File: config.mk
export PLATFORM = sky130hd
export DESIGN_NAME = stc_store
export DESIGN_NICKNAME = d
export VERILOG_FILES = /design/src/sv/stc_pkg.sv /design/src/sv/stc_store.sv
export SDC_FILE = /design/constraint.sdc
export NUM_CORES = 2
export LEC_CHECK = 0
export ABC_CLOCK_PERIOD_IN_PS = 2800
export BUFFER_PORTS_ARGS = -buffer_cell sky130_fd_sc_hd__buf_2
export CAP_MARGIN = 20
export CORE_AREA = 2 2 844 846
export DETAILED_ROUTE_END_ITERATION = 10
export DIE_AREA = 0 0 846 848
export SLEW_MARGIN = 20
export SYNTH_ARGS = -nofsm -noshare
export SYNTH_HDL_FRONTEND = slang
export SYNTH_MEMORY_MAX_BITS = 65536
export SYNTH_SLANG_ARGS = --single-unit
File: constraint.sdc
create_clock -name clk -period 2.8 [get_ports clk]
set_clock_uncertainty 0.05 [all_clocks]
set_input_delay 0.14 -clock clk [delete_from_list [all_inputs] [get_ports clk]]
set_output_delay 0.14 -clock clk [all_outputs]
set_load 0.02 [all_outputs]
File: src/sv/stc_pkg.sv
// ----------------------------------------------------------------------------
// stc_pkg
// Shared types and constants for the symbol table unit: sizes, action and
// status codes, sequencer states and the store port structures.
// ----------------------------------------------------------------------------
package stc_pkg;

	localparam int DEPTH       = 32;
	localparam int LABEL_BYTES = 8;
	localparam int ADDR_W      = (DEPTH > 1) ? $clog2(DEPTH) : 1;
	localparam int FILL_W      = $clog2(DEPTH + 1);

	localparam logic [63:0] TEXT_MASK = (LABEL_BYTES >= 8) ? {64{1'b1}} :
		((64'd1 << (LABEL_BYTES * 8)) - 64'd1);

	localparam logic [2:0] ACT_INSERT    = 3'd0;
	localparam logic [2:0] ACT_SEARCH    = 3'd1;
	localparam logic [2:0] ACT_MOD_LABEL = 3'd2;
	localparam logic [2:0] ACT_MOD_ADDR  = 3'd3;
	localparam logic [2:0] ACT_MOD_BOTH  = 3'd4;
	localparam logic [2:0] ACT_READ      = 3'd5;

	localparam logic [2:0] STS_OK        = 3'd0;
	localparam logic [2:0] STS_DUPLICATE = 3'd1;
	localparam logic [2:0] STS_NOT_FOUND = 3'd2;
	localparam logic [2:0] STS_FULL      = 3'd3;
	localparam logic [2:0] STS_RANGE     = 3'd4;

	typedef enum logic [1:0] {
		ST_IDLE,
		ST_SCAN,
		ST_READ,
		ST_FINISH
	} state_t;

	typedef struct packed {
		logic              rd_en;
		logic [ADDR_W-1:0] rd_addr;
		logic              wr_label_en;
		logic              wr_symbol_en;
		logic              wr_address_en;
		logic [ADDR_W-1:0] wr_addr;
		logic [63:0]       wr_label;
		logic [63:0]       wr_symbol;
		logic [15:0]       wr_address;
	} store_req_t;

	typedef struct packed {
		logic [63:0] label;
		logic [63:0] symbol;
		logic [15:0] address;
	} store_data_t;

	typedef struct packed {
		logic        load;
		logic [2:0]  status;
		logic        found;
		logic [63:0] label;
		logic [63:0] symbol;
		logic [15:0] address;
		logic [5:0]  entry_count;
	} result_t;

endpackage

File: src/sv/stc_store.sv
// ----------------------------------------------------------------------------
// stc_store
// Entry storage: label, symbol and address memories with one write port and
// one registered read port.
// ----------------------------------------------------------------------------
module stc_store (
	input  logic                clk,
	input  stc_pkg::store_req_t req,
	output stc_pkg::store_data_t rdata
);

	logic [63:0] label_mem   [stc_pkg::DEPTH];
	logic [63:0] symbol_mem  [stc_pkg::DEPTH];
	logic [15:0] address_mem [stc_pkg::DEPTH];

	always_ff @(posedge clk) begin
		if (req.wr_label_en) begin
			label_mem[req.wr_addr] <= req.wr_label;
		end
		if (req.wr_symbol_en) begin
			symbol_mem[req.wr_addr] <= req.wr_symbol;
		end
		if (req.wr_address_en) begin
			address_mem[req.wr_addr] <= req.wr_address;
		end
	end

	always_ff @(posedge clk) begin
		if (req.rd_en) begin
			rdata.label   <= label_mem[req.rd_addr];
			rdata.symbol  <= symbol_mem[req.rd_addr];
			rdata.address <= address_mem[req.rd_addr];
		end
	end

endmodule

Word level (Yosys, flattened, before mapping)
Memories as Yosys holds them, arrays and structs flattened. A register that Yosys moved wholly into a read port is not among the register bits.
Cells that the tools add are included.
- memories kept: 3
- memory bits (writable): 4608
- input bits: 159
- word-level logic and storage cells: 9
- flip-flop bits (word level): 0
- memories (memory ; depth ; bits a word ; read ports ; clocked after memory_dff ; wr ports ; RTL line ; RTL):
    label_mem ; 32 ; 64 ; 1 ; 1 ; 1 ; stc_store.sv:12 ; logic [63:0] label_mem [stc_pkg::DEPTH];
    symbol_mem ; 32 ; 64 ; 1 ; 1 ; 1 ; stc_store.sv:13 ; logic [63:0] symbol_mem [stc_pkg::DEPTH];
    address_mem ; 32 ; 16 ; 1 ; 1 ; 1 ; stc_store.sv:14 ; logic [15:0] address_mem [stc_pkg::DEPTH];
- muxes and demuxes: 6
- operators by type and width (cell ; number):
    2-to-1 mux 1 bit ; 6

Longest topological paths before layout
- depth in word-level cells: 2
- depth in mapped cells: 9
- mapped depth without buffers: 4

Worst setup path before layout
OpenSTA, ideal clock, no wires.
- kind: input port to flip-flop
- start point: input req[148] (netlist bit)
- end point: memory label_mem[19][0], enable pin
- path slack: -190 ps
- stages: 4
- buffers on the path: 1
- library setup time: 429 ps
- data arrival time: 2511 ps
- cell sequence: clkbuf_1 > or3b_2 > nor2_1 > and2_1
- RTL lines (what ; RTL line ; RTL):
    from (decl) ; stc_store.sv:8 ; input stc_pkg::store_req_t req,
    to (decl) ; stc_store.sv:12 ;
No word-level cell before the write port.

Final worst setup path
- start point: input req[147] (netlist bit)
- end point: memory label_mem[10][32], enable pin
No word-level cell before the write port.

==> flow_metrics.py <==
metrics = {
    "critical_path": {
        "path_cells": "dlygate4sd3_1 -> buf_2 -> nand2_1 -> dlygate4sd3_1 -> nor2_2 -> dlygate4sd3_1 -> and2_4 -> buf_16",
        "crit_path_max_incr_delay_ps": 770,
        "slowest_stage": "dlygate4sd3_1",
        "critical_path.top_delay_family": "buffers and inverters",
        "start_kind": "input port",
        "cpMostUsedCell": "dlygate4sd3_1",
        "end_kind": "register",
        "critical_path_arrival_ps": 3400,
        "crit_type": "input port to register",
        "cp_num_buf_inv": 5,
        "required_ps": 3380,
        "critPathMaxFanout": 37,
    },
    "sta": {
        "post-route-period-util_pct": 100.6,
        "slew_headroom_pct": 35.69,
        "worstMarginPinSlew_ps": 961.4,
        "hold_slack_ps": 79.14,
        "layout_setup_ws_ps": -17.62,
        "rsz0062_at_grt": "false",
        "hold_viol": 0,
        "fmax_mhz": 354.9,
        "post-route-min-period_ps": 2818,
        "maxSlewViolCount": 0,
        "finalSetupViolations": 3,
    },
    "placed_design": {
        "dp_hpwl_mm": 296.5,
        "port_buffers": 302,
        "gp_congestion": 0.7567,
        "dpl_worst_slack_ps": 157.5,
    },
    "floorplanning": {
        "core-area_um2": 709400,
        "ios": 303,
        "dieHeight_um": 848,
        "die_x_um": 846,
        "die-area_um2": 717400,
        "num_rows": 310,
        "initial_core_util_pct": 24.91,
    },
    "yosys": {
        "synth_cell_types": 27,
        "yosys.area.top_type": "edfxtp_1",
        "yosysSeqAreaShare_pct": 80.76,
        "yosysTopAreaCellShare_pct": 80.76,
        "syn_area_per_cell_um2": 24.11,
        "netlist_instances": 7330,
        "synth-seq-cells": 4752,
        "ys_warn_count": 0,
        "synth.area.top_cells": "edfxtp_1 (81%), mux4_2 (14%), o22ai_1 (1.8%)",
        "syn_area_um2": 176700,
        "syn_nets": 7489,
    },
    "cts": {
        "clkLatencyLatePin_ps": 1070,
        "cts_max_level": 5,
        "post_cts.repair.setup_buffers": 0,
        "cts_root_buf": "clkbuf_16",
        "cts_buffers": 447,
        "clock-sinks": 4752,
        "cts_tree": "yes",
        "clk_path_buf_depth": 4,
        "clkTransAtPathRegs_ps": 60,
    },
    "grt": {
        "grt_pass1_vias": 85090,
        "grt.overflow.total": 0,
        "grt_pass1_wl_mm": 698.6,
        "gr-usage-all-layers_pct": 13.66,
        "antenna_found_initial": 128,
        "grt_max_degree": 103,
    },
    "cells_and_area": {
        "nets": 8519,
        "area_growth_pct": 19.37,
        "mostFrequentLayoutCell": "edfxtp_1",
        "fill_cells": 67770,
        "post-route-util_pct": 29.73,
        "drive_above_1_share_pct": 29.79,
        "final_cell_mix": "edfxtp_1 (4752), mux4_2 (1084), o22ai_1 (508)",
        "seq_area_um2": 142700,
        "multiInputGateArea_um2": 32020,
    },
    "job": {
        "cap_violations": 0,
    },
    "min_path": {
        "worstHoldPathType": "input port to register",
    },
    "power": {
        "power_density_nw_per_um2": 694.9,
        "vdd_ir_drop_max_v": 0.0008810,
        "leakagePower_nw": 64.56,
    },
    "status": {
        "violations": "negative setup slack",
        "status": "complete, but fails checks",
    },
    "drt": {
        "via_per_inst": 4.683,
        "routedWlPerCell_um": 28.08,
        "dr.pass1.iters": 7,
        "postRouteAntennaNets": 0,
        "drc": 0,
        "route.final.wire_length_mm": 509.0,
        "vias": 84880,
        "drt_iter0_drc": 10030,
    },
}
==> cell type report <==
cell class,count,area share (%)
Antenna cell,35,0.04153
Timing Repair Buffer,989,4.836
Clock buffer,539,5.487
Clock inverter,281,1.245
Multi-Input combinational cell,2170,15.18
Tap cell,9360,5.553
Sequential cell,4752,67.66
==> worst paths after layout <==
path                           startpoint                     endpoint  slack, ps  depth (start not counted)
max                              req[147]  label_mem[10][32]$_DFFE_PP_        -20                          8
min                               req[51]  symbol_mem[4][35]$_DFFE_PP_         80                          2
max reg2reg   label_mem[24][15]$_DFFE_PP_          rdata[95]$_DFFE_PP_        320                          5
min reg2reg  symbol_mem[26][26]$_DFFE_PP_          rdata[42]$_DFFE_PP_        710                          3
==> cell usage after synthesis, drive strengths merged <==
| cell type | count |
|---|---|
| edfxtp | 4752 |
| and3 | 4 |
| nand4 | 17 |
| nor4 | 127 |
| or3b | 3 |
| nand3b | 3 |
| nor2b | 3 |
| nor2 | 37 |
| and2 | 94 |
| or3 | 2 |
| nand2 | 6 |
| nand3 | 36 |
| clkbuf | 123 |
| nor3 | 1 |
| nor3b | 1 |
| or2 | 3 |
| a22oi | 102 |
| buf | 285 |
| nand2b | 3 |
| o22ai | 508 |
| mux4 | 1084 |
| mux2i | 136 |
==> stage by stage <==
step	power, mW	instance area, um2	instances	TNS, ps
after floorplan	84.86	176700	7330	0
after global placement	88.45	194800	17100	0
after detailed placement	88.56	194800	17100	0
after CTS	147.7	210800	18090	0
after global routing	150.6	210900	18100	0
final	146.6	210900	18130	-51.74
==> cells by family after synthesis <==
kind of cell | share of synthesized area (%)
AO/OA/AOI/OAI | 2.232
buffers and inverters | 1.292
flip-flops | 80.76
multiplexers | 14.59
AND/OR/NAND/NOR | 1.129
==> repair_timing <==
| action | 4_1_cts | 5_1_grt |
|---|---|---|
| gates resized for setup | 0 | 3 |
| setup endpoints to repair | 0 | 5 |
| hold buffers | 176 | 0 |
| hold endpoints to repair | 6636 | 0 |
==> routing by layer <==
layer / share of wire (%) / track usage [%] / wire length, um / vias up
li1: - / - / - / 34020
met1: 41 / 18.40 / 210700 / 46670
met2: 49 / 22.89 / 248500 / 3403
met3: 6.7 / 2.131 / 34080 / 749
met4: 3.0 / 3.945 / 15480 / 36
met5: 0.041 / 0 / 210 / -
==> flip-flops by register name, summed over array words and instances, names as in the netlist <==
signal and flops:
rdata 144, symbol_mem 2048, address_mem 512, label_mem 2048
==> where the power goes <==
part / internal [mW] / switching, mW / leakage, nW
registers: 79.4 / 0.552 / 42.9
clock network: 32.5 / 26.8 / 6.89
logic: 2.88 / 4.38 / 14.8
Note: power is estimated with default switching activity, not from simulation.
