**config.mk**
```make
export PLATFORM = sky130hd
export DESIGN_NAME = stc_ctrl
export DESIGN_NICKNAME = d
export VERILOG_FILES = /design/src/sv/stc_pkg.sv /design/src/sv/stc_ctrl.sv
export SDC_FILE = /design/constraint.sdc
export NUM_CORES = 1
export LEC_CHECK = 0
export BUFFER_PORTS_ARGS = -buffer_cell sky130_fd_sc_hd__clkbuf_2
export CAP_MARGIN = 5
export CORE_AREA = 2 2 267 269
export DETAILED_ROUTE_END_ITERATION = 10
export DIE_AREA = 0 0 269 271
export SYNTH_ARGS = -nofsm -noshare
export SYNTH_HDL_FRONTEND = slang
export SYNTH_SLANG_ARGS = --single-unit
```
**constraint.sdc**
```tcl
create_clock -name clk -period 19.03 [get_ports clk]
set_clock_uncertainty 0.15 [all_clocks]
set_input_delay 2.8545 -clock clk [delete_from_list [all_inputs] [get_ports clk]]
set_output_delay 2.8545 -clock clk [all_outputs]
set_load 0.03 [all_outputs]
```
**src/sv/stc_pkg.sv**
```systemverilog
// ----------------------------------------------------------------------------
// stc_pkg
// Shared types and constants for the symbol table unit: sizes, action and
// status codes, sequencer states and the store port structures.
// ----------------------------------------------------------------------------
package stc_pkg;

	localparam int DEPTH       = 32;
	localparam int LABEL_BYTES = 8;
	localparam int ADDR_W      = (DEPTH > 1) ? $clog2(DEPTH) : 1;
	localparam int FILL_W      = $clog2(DEPTH + 1);

	localparam logic [63:0] TEXT_MASK = (LABEL_BYTES >= 8) ? {64{1'b1}} :
		((64'd1 << (LABEL_BYTES * 8)) - 64'd1);

	localparam logic [2:0] ACT_INSERT    = 3'd0;
	localparam logic [2:0] ACT_SEARCH    = 3'd1;
	localparam logic [2:0] ACT_MOD_LABEL = 3'd2;
	localparam logic [2:0] ACT_MOD_ADDR  = 3'd3;
	localparam logic [2:0] ACT_MOD_BOTH  = 3'd4;
	localparam logic [2:0] ACT_READ      = 3'd5;

	localparam logic [2:0] STS_OK        = 3'd0;
	localparam logic [2:0] STS_DUPLICATE = 3'd1;
	localparam logic [2:0] STS_NOT_FOUND = 3'd2;
	localparam logic [2:0] STS_FULL      = 3'd3;
	localparam logic [2:0] STS_RANGE     = 3'd4;

	typedef enum logic [1:0] {
		ST_IDLE,
		ST_SCAN,
		ST_READ,
		ST_FINISH
	} state_t;

	typedef struct packed {
		logic              rd_en;
		logic [ADDR_W-1:0] rd_addr;
		logic              wr_label_en;
		logic              wr_symbol_en;
		logic              wr_address_en;
		logic [ADDR_W-1:0] wr_addr;
		logic [63:0]       wr_label;
		logic [63:0]       wr_symbol;
		logic [15:0]       wr_address;
	} store_req_t;

	typedef struct packed {
		logic [63:0] label;
		logic [63:0] symbol;
		logic [15:0] address;
	} store_data_t;

	typedef struct packed {
		logic        load;
		logic [2:0]  status;
		logic        found;
		logic [63:0] label;
		logic [63:0] symbol;
		logic [15:0] address;
		logic [5:0]  entry_count;
	} result_t;

endpackage

```
**src/sv/stc_ctrl.sv**
```systemverilog
// ----------------------------------------------------------------------------
// stc_ctrl
// Sequencer and shared label comparator: walks the stored entries one a
// cycle, rewrites matches on modify, appends on insert and builds the result.
// ----------------------------------------------------------------------------
module stc_ctrl (
	input  logic                 clk,
	input  logic                 arst_n,
	input  logic                 in_valid,
	output logic                 in_ready,
	input  logic [2:0]           action,
	input  logic [63:0]          key_label,
	input  logic [63:0]          new_label,
	input  logic [63:0]          symbol_in,
	input  logic [15:0]          address_in,
	input  logic [4:0]           entry_index,
	input  logic                 res_free,
	output stc_pkg::store_req_t  req,
	input  stc_pkg::store_data_t rdata,
	output stc_pkg::result_t     res
);

	stc_pkg::state_t state_q, state_d;

	logic [2:0]                  action_q;
	logic [63:0]                 key_q;
	logic [63:0]                 nlab_q;
	logic [63:0]                 sym_q;
	logic [15:0]                 addr_q;
	logic [4:0]                  idx_q;
	logic [stc_pkg::FILL_W-1:0]  ptr_q;
	logic [stc_pkg::FILL_W-1:0]  fill_q;
	logic                        hit_q;
	logic                        valid_s1;
	logic [stc_pkg::ADDR_W-1:0]  ptr_s1;

	logic accept;
	logic issue;
	logic match;
	logic in_range;
	logic is_modify;
	logic is_scan_act;
	logic not_full;
	logic fire;
	logic do_insert;

	assign accept      = in_valid && in_ready;
	assign issue       = (state_q == stc_pkg::ST_SCAN) && (ptr_q < fill_q);
	// one comparator serves every entry of the walk
	assign match       = valid_s1 && (rdata.label == key_q);
	assign in_range    = 32'(idx_q) < 32'(fill_q);
	assign is_modify   = action_q inside {stc_pkg::ACT_MOD_LABEL, stc_pkg::ACT_MOD_ADDR,
		stc_pkg::ACT_MOD_BOTH};
	assign is_scan_act = is_modify || (action_q == stc_pkg::ACT_INSERT) ||
		(action_q == stc_pkg::ACT_SEARCH);
	assign not_full    = 32'(fill_q) < stc_pkg::DEPTH;
	assign fire        = (state_q == stc_pkg::ST_FINISH) && res_free;
	assign do_insert   = fire && (action_q == stc_pkg::ACT_INSERT) && !hit_q && not_full;

	// next state
	always_comb begin
		state_d = state_q;
		case (state_q)
			stc_pkg::ST_IDLE: begin
				if (accept) begin
					if (action inside {[stc_pkg::ACT_INSERT:stc_pkg::ACT_MOD_BOTH]}) begin
						state_d = stc_pkg::ST_SCAN;
					end else if (action == stc_pkg::ACT_READ) begin
						state_d = stc_pkg::ST_READ;
					end else begin
						state_d = stc_pkg::ST_FINISH;
					end
				end
			end
			stc_pkg::ST_SCAN: begin
				if (!issue) begin
					state_d = stc_pkg::ST_FINISH;
				end
			end
			stc_pkg::ST_READ: begin
				state_d = stc_pkg::ST_FINISH;
			end
			stc_pkg::ST_FINISH: begin
				if (res_free) begin
					state_d = stc_pkg::ST_IDLE;
				end
			end
			default: begin
				state_d = stc_pkg::ST_IDLE;
			end
		endcase
	end

	// outputs
	always_comb begin
		in_ready = (state_q == stc_pkg::ST_IDLE);

		req               = '0;
		req.wr_label      = nlab_q;
		req.wr_symbol     = sym_q;
		req.wr_address    = addr_q;
		req.wr_addr       = ptr_s1;
		if (issue) begin
			req.rd_en   = 1'b1;
			req.rd_addr = ptr_q[stc_pkg::ADDR_W-1:0];
		end else if (state_q == stc_pkg::ST_READ) begin
			req.rd_en   = in_range;
			req.rd_addr = stc_pkg::ADDR_W'(idx_q);
		end
		if (do_insert) begin
			req.wr_label_en   = 1'b1;
			req.wr_symbol_en  = 1'b1;
			req.wr_address_en = 1'b1;
			req.wr_addr       = fill_q[stc_pkg::ADDR_W-1:0];
			req.wr_label      = key_q;
		end else if (match && is_modify) begin
			req.wr_label_en   = (action_q != stc_pkg::ACT_MOD_ADDR);
			req.wr_address_en = (action_q != stc_pkg::ACT_MOD_LABEL);
		end

		res             = '0;
		res.load        = fire;
		res.found       = hit_q && is_scan_act;
		res.entry_count = do_insert ? 6'(fill_q + 1'b1) : 6'(fill_q);
		case (action_q)
			stc_pkg::ACT_INSERT: begin
				if (hit_q) begin
					res.status = stc_pkg::STS_DUPLICATE;
				end else if (!not_full) begin
					res.status = stc_pkg::STS_FULL;
				end else begin
					res.status = stc_pkg::STS_OK;
				end
			end
			stc_pkg::ACT_SEARCH, stc_pkg::ACT_MOD_LABEL, stc_pkg::ACT_MOD_ADDR,
			stc_pkg::ACT_MOD_BOTH: begin
				res.status = hit_q ? stc_pkg::STS_OK : stc_pkg::STS_NOT_FOUND;
			end
			stc_pkg::ACT_READ: begin
				if (in_range) begin
					res.status  = stc_pkg::STS_OK;
					res.label   = rdata.label;
					res.symbol  = rdata.symbol;
					res.address = rdata.address;
				end else begin
					res.status = stc_pkg::STS_RANGE;
				end
			end
			default: begin
				res.status = stc_pkg::STS_OK;
			end
		endcase
	end

	always_ff @(posedge clk or negedge arst_n) begin
		if (!arst_n) begin
			state_q  <= stc_pkg::ST_IDLE;
			fill_q   <= '0;
			hit_q    <= 1'b0;
			valid_s1 <= 1'b0;
		end else begin
			state_q  <= state_d;
			valid_s1 <= issue;
			if (accept) begin
				hit_q <= 1'b0;
			end else if (match) begin
				hit_q <= 1'b1;
			end
			if (do_insert) begin
				fill_q <= fill_q + 1'b1;
			end
		end
	end

	always_ff @(posedge clk) begin
		if (accept) begin
			action_q <= action;
			key_q    <= key_label & stc_pkg::TEXT_MASK;
			nlab_q   <= new_label & stc_pkg::TEXT_MASK;
			sym_q    <= symbol_in & stc_pkg::TEXT_MASK;
			addr_q   <= address_in;
			idx_q    <= entry_index;
			ptr_q    <= '0;
		end else if (issue) begin
			ptr_q <= ptr_q + 1'b1;
		end
		if (issue) begin
			ptr_s1 <= ptr_q[stc_pkg::ADDR_W-1:0];
		end
	end

endmodule

```
# Word-level counts from Yosys, hierarchy flattened
# Index checks and enable logic that the tools add are counted.
# totals
output_inout_bits,314
inputBits,364
ff_bits,237
# classes
n_eq_ne,15
n_reduce_logical,19
mux,24
addsub,2
magnitude_cmp,5
# op_table
cell,n
144-bit two-way mux,2
69-bit two-way mux,1
64-bit equality test,1
6-bit two-way mux,3
2-bit two-way mux,7
"6-bit by 1-bit adder with 6-bit output, second input constant",2
1-bit logical AND,10
"3-bit equality test, second input constant",3
3-bit case mux with 3 select lines,1
1-bit two-way mux,8
2-bit case mux with 4 select lines,1
"3-bit by 2-bit equality test with 1-bit output, second input constant",2
5-bit by 6-bit < comparator with 1-bit output,1
6-bit < comparator,1
"6-bit < comparator, second input constant",1
"3-bit by 2-bit != test with 1-bit output, second input constant",2
"2-bit equality test, second input constant",2
"2-bit != test, second input constant",2
4-bit OR reduction,1
"3-bit by 1-bit equality test with 1-bit output, second input constant",1
"3-bit by 1-bit greater-or-equal comparator with 1-bit output, second input constant",1
"3-bit <= comparator, second input constant",1
3-bit logical NOT,1
3-bit two-way mux,1
other kinds (8),9

# Longest topological paths before layout
# depth
depth_word,6
ltp_mapped,9
ltp_nobuf,8

# Worst setup path after synthesis
# No wires, ideal clock.
# synth_timing
path_kind,input -> register
startpoint,input in_valid
endpoint,"register action_q[0], enable pin"
stages,2
t_required_ns,18.215
setup_time_ns,0.665
arrival_time_ns,8.969
setup_slack_ns,9.246
cell_sequence,and2_1 > clkbuf_1
# synth_between
elab_chain_cells,1
# synth_rtl
item,line_no,source
"start, declared",stc_ctrl.sv:9,"input logic in_valid,"
1-bit logical AND,stc_ctrl.sv:47,assign accept = in_valid && in_ready;
net accept,stc_ctrl.sv:37,logic accept;
"end signal, assigned",stc_ctrl.sv:177,action_q <= action;
"end, declared",stc_ctrl.sv:25,logic [2:0] action_q;
# The timed path passes the listed nets, and every way through them passes these cells.
# A chain may end at the register's enable or synchronous reset.

==> metrics.csv <==
stage;metric;value;unit
grt;grt_overflow;0;
pwr;p_leak;7.26;nW
floorplan;initial_core_util;14.9;%
synthesis;synth_top_family_by_area;simple AND/OR/NAND/NOR gates;
setup_path;required;16030;ps
flow_run;drv_cap;0;
clock_tree;clk_latency;580;ps
floorplan;die_h;271;um
detailed_routing;vias;8959;
floorplan;ioPinCount;678;
detailed_routing;wl;49000;um
synthesis;syn_inst;839;
grt;grt.total_usage;12.8;%
sta;period_needed;9050;ps
placement;placed_cells;2429;
synthesis;synth-seq-area-share;67.5;%
clock_tree;tritoncts;built;
status;status;finished, final reports clean;
floorplan;die_x;269;um
floorplan;dieArea;72900;um2
synthesis;synth_area;10400;um2
worst_hold_path;hp-class;reg -> reg;
setup_path;r2r_end;sym_q[17];
placement;dp_hpwl;41200;um
grt;grt_max_degree;107;
sta;setup_ws;9980;ps
synthesis;synth_compound_area_share;3.54;%
sta;fin_crit_sh;47.5;%
placement;port_buffers;677;
synthesis;synthMuxAreaShare;0.0964;%
worst_hold_path;hold_end;ptr_q[5];
synthesis;yosys_warnings;0;
synthesis;synth-simple-area-share;19.8;%
synthesis;synth_fa_ha_area_share;1.81;%
synthesis;ys_ff_latch;237;
detailed_routing;drcViolationCount;0;
sta;fmax;111;MHz
synthesis;synth_fp_nets;1218;
setup_path;endpoint_kind;output port;
layout;fin_util;22.7;%
worst_hold_path;hp-start;ptr_q[5];
layout;final_cell_mix;677 x clkbuf_2, 221 x edfxtp_1, 195 x nand2_1;
detailed_routing;ant_nets;0;
detailed_routing;wl_per_cell;19.7;um
grt;antenna_found_initial;21;
layout;final_cells;2486;
detailed_routing;vias_per_cell;3.60;
clock_tree;clock-sinks;237;
sta;rsz0062_at_grt;no;
setup_path;rrSetupSlack;15520;ps
sta;maxSlewViolCount;0;
sta;setup_viol;0;
setup_path;r2r_start;state_q[0];
floorplan;fp.coreArea;69800;um2
placement;post-place-ws;9640;ps
sta;tns;0;ps
layout;layout.nets;1898;
synthesis;syn_area_per_cell;12.4;um2
clock_tree;cts_setup_buffers;0;
clock_tree;cts_htree_levels;1;
synthesis;synth_xor_area_share;4.39;%
clock_tree;clk_pin_slew;60;ps
clock_tree;ctsResizeCount;0;
sta;relSlewSlack;24.0;%
clock_tree;cts-hold-fix-buffers;0;
detailed_routing;drtIter0Drc;396;
sta;hold_violations;0;
clock_tree;cts_buffer_depth;3;
grt;grt_pass1_wl;64800;um
layout;layout_commonest_cell;clkbuf_2;
layout;fill_cells;7551;
layout;final_layout_size_suffix_gt1_share;47.7;%
worst_hold_path;whs_path_depth;2;
clock_tree;root_buffer;clkbuf_16;
layout;syn_to_final_growth;52.5;%
floorplan;num_rows;97;
detailed_routing;drtPass1Iterations;5;
setup_path;critical_path_class;in -> out;
placement;gp_congestion;0.809;
synthesis;ys_types;43;
pwr;powerDensity;112;nW/um2
setup_path;crit_arrival;6040;ps
sta;whs;388;ps
clock_tree;cts_made_buffers;28;
setup_path;start_kind;input port;
pwr;peakVddDrop;66.9;uV
setup_path;rr_worst_depth;5;
grt;grt_pass1_vias;8928;
sta;tightestPinTransition;1140;ps
setup_path;critPathMaxFanout;3;
## registers in the layout (all words and copies together), names as in the netlist
name	flops
valid_s1	1
nlab_q	64
action_q	3
ptr_q	6
ptr_s1	5
addr_q	16
idx_q	5
state_q	2
hit_q	1
fill_q	6
key_q	64
sym_q	64
## routing by layer
layer	GRT usage (%)	vias to the layer above	share of wire, %
met3	4.37	92	9.4
li1	-	4240	-
met1	13.2	4126	36
met2	22.8	487	50
met4	6.32	14	4.8
met5	0	-	0.18
## report_power, final
group	switching (mW)	internal (mW)
Clock	0.226	0.351
Combinational	0.341	0.130
Sequential	0.0433	0.683
Total	0.610	1.16
## area by class of cell
cell class                      count  area, um2  share of cell area [%]
Clock buffer                       30        708                    4.47
Multi-Input combinational cell    536       3090                    19.5
Clock inverter                     22        278                    1.75
Antenna cell                        5       12.5                  0.0790
Tap cell                          940       1180                    7.43
Inverter                           30        114                   0.719
Sequential cell                   237       7010                    44.2
Timing Repair Buffer              686       3450                    21.8
## metrics by stage
step / area (um2) / power, mW
2_1_floorplan: 10400 / 1.04
3_3_place_gp: 14800 / 1.21
3_5_place_dp: 14800 / 1.22
4_1_cts: 15800 / 1.81
5_1_grt: 15800 / 1.86
6_report: 15800 / 1.77
## critical path: stages
cell and delay (ps):
clkbuf_2 110, xor2_1 170, nor4_1 940, nand4_1 330, nor4_1 600, nand4_1 440
o31ai_1 330, clkbuf_2 250
## worst max-delay path by stage
stage                     startpoint     endpoint  cells past startpoint
final                     rdata[129]     req[151]                      8
after global routing      rdata[129]     req[151]                      8
after CTS                 rdata[129]     req[151]                      8
after detailed placement  rdata[129]     req[151]                      8
after global placement    rdata[129]     req[151]                      8
after floorplan             in_valid  action_q[0]                      2
## kinds of logic (layout without fill, tap and decap cells)
logic type               count (synthesis)  after routing
flip-flops                             237            237
buffers and inverters                   66            768
AO/OA/AOI/OAI                           55             55
adder cells (fa/ha/maj)                 15             15
other                                    0              5
multiplexers                             1              1
XOR/XNOR                                52             52
AND/OR/NAND/NOR                        413            413
## cell usage after synthesis (all sizes together)
cell,n,area [um2]
nor2b,15,93.8
a2111oi,4,35.0
o2111ai,1,8.76
mux2i,1,10.0
o221a,1,11.3
dfxtp,6,120
o22ai,6,37.5
ha,15,188
dfrtp,10,250
nor3,4,20.0
nand4b,1,8.76
clkbuf,25,93.8
xor2,46,403
and2,146,913
o31ai,1,7.51
inv,30,113
o21ai,23,115
a222oi,1,10.0
o211ai,2,15.0
edfxtp,221,6640
nor2,16,60.1
buf,11,97.6
nor4,12,75.1
o41ai,1,8.76
o2111a,1,11.3
nand4,9,56.3
nand2b,9,56.3
and3,1,6.26
a22o,1,8.76
and4,1,8.76
nand3,3,15.0
a31oi,1,6.26
xnor2,6,52.6
a21o,4,30.0
nand2,195,732
a21oi,5,36.3
a221oi,2,17.5
nand3b,1,7.51
a211o,1,8.76
Power figures use the tool's default switching activity.
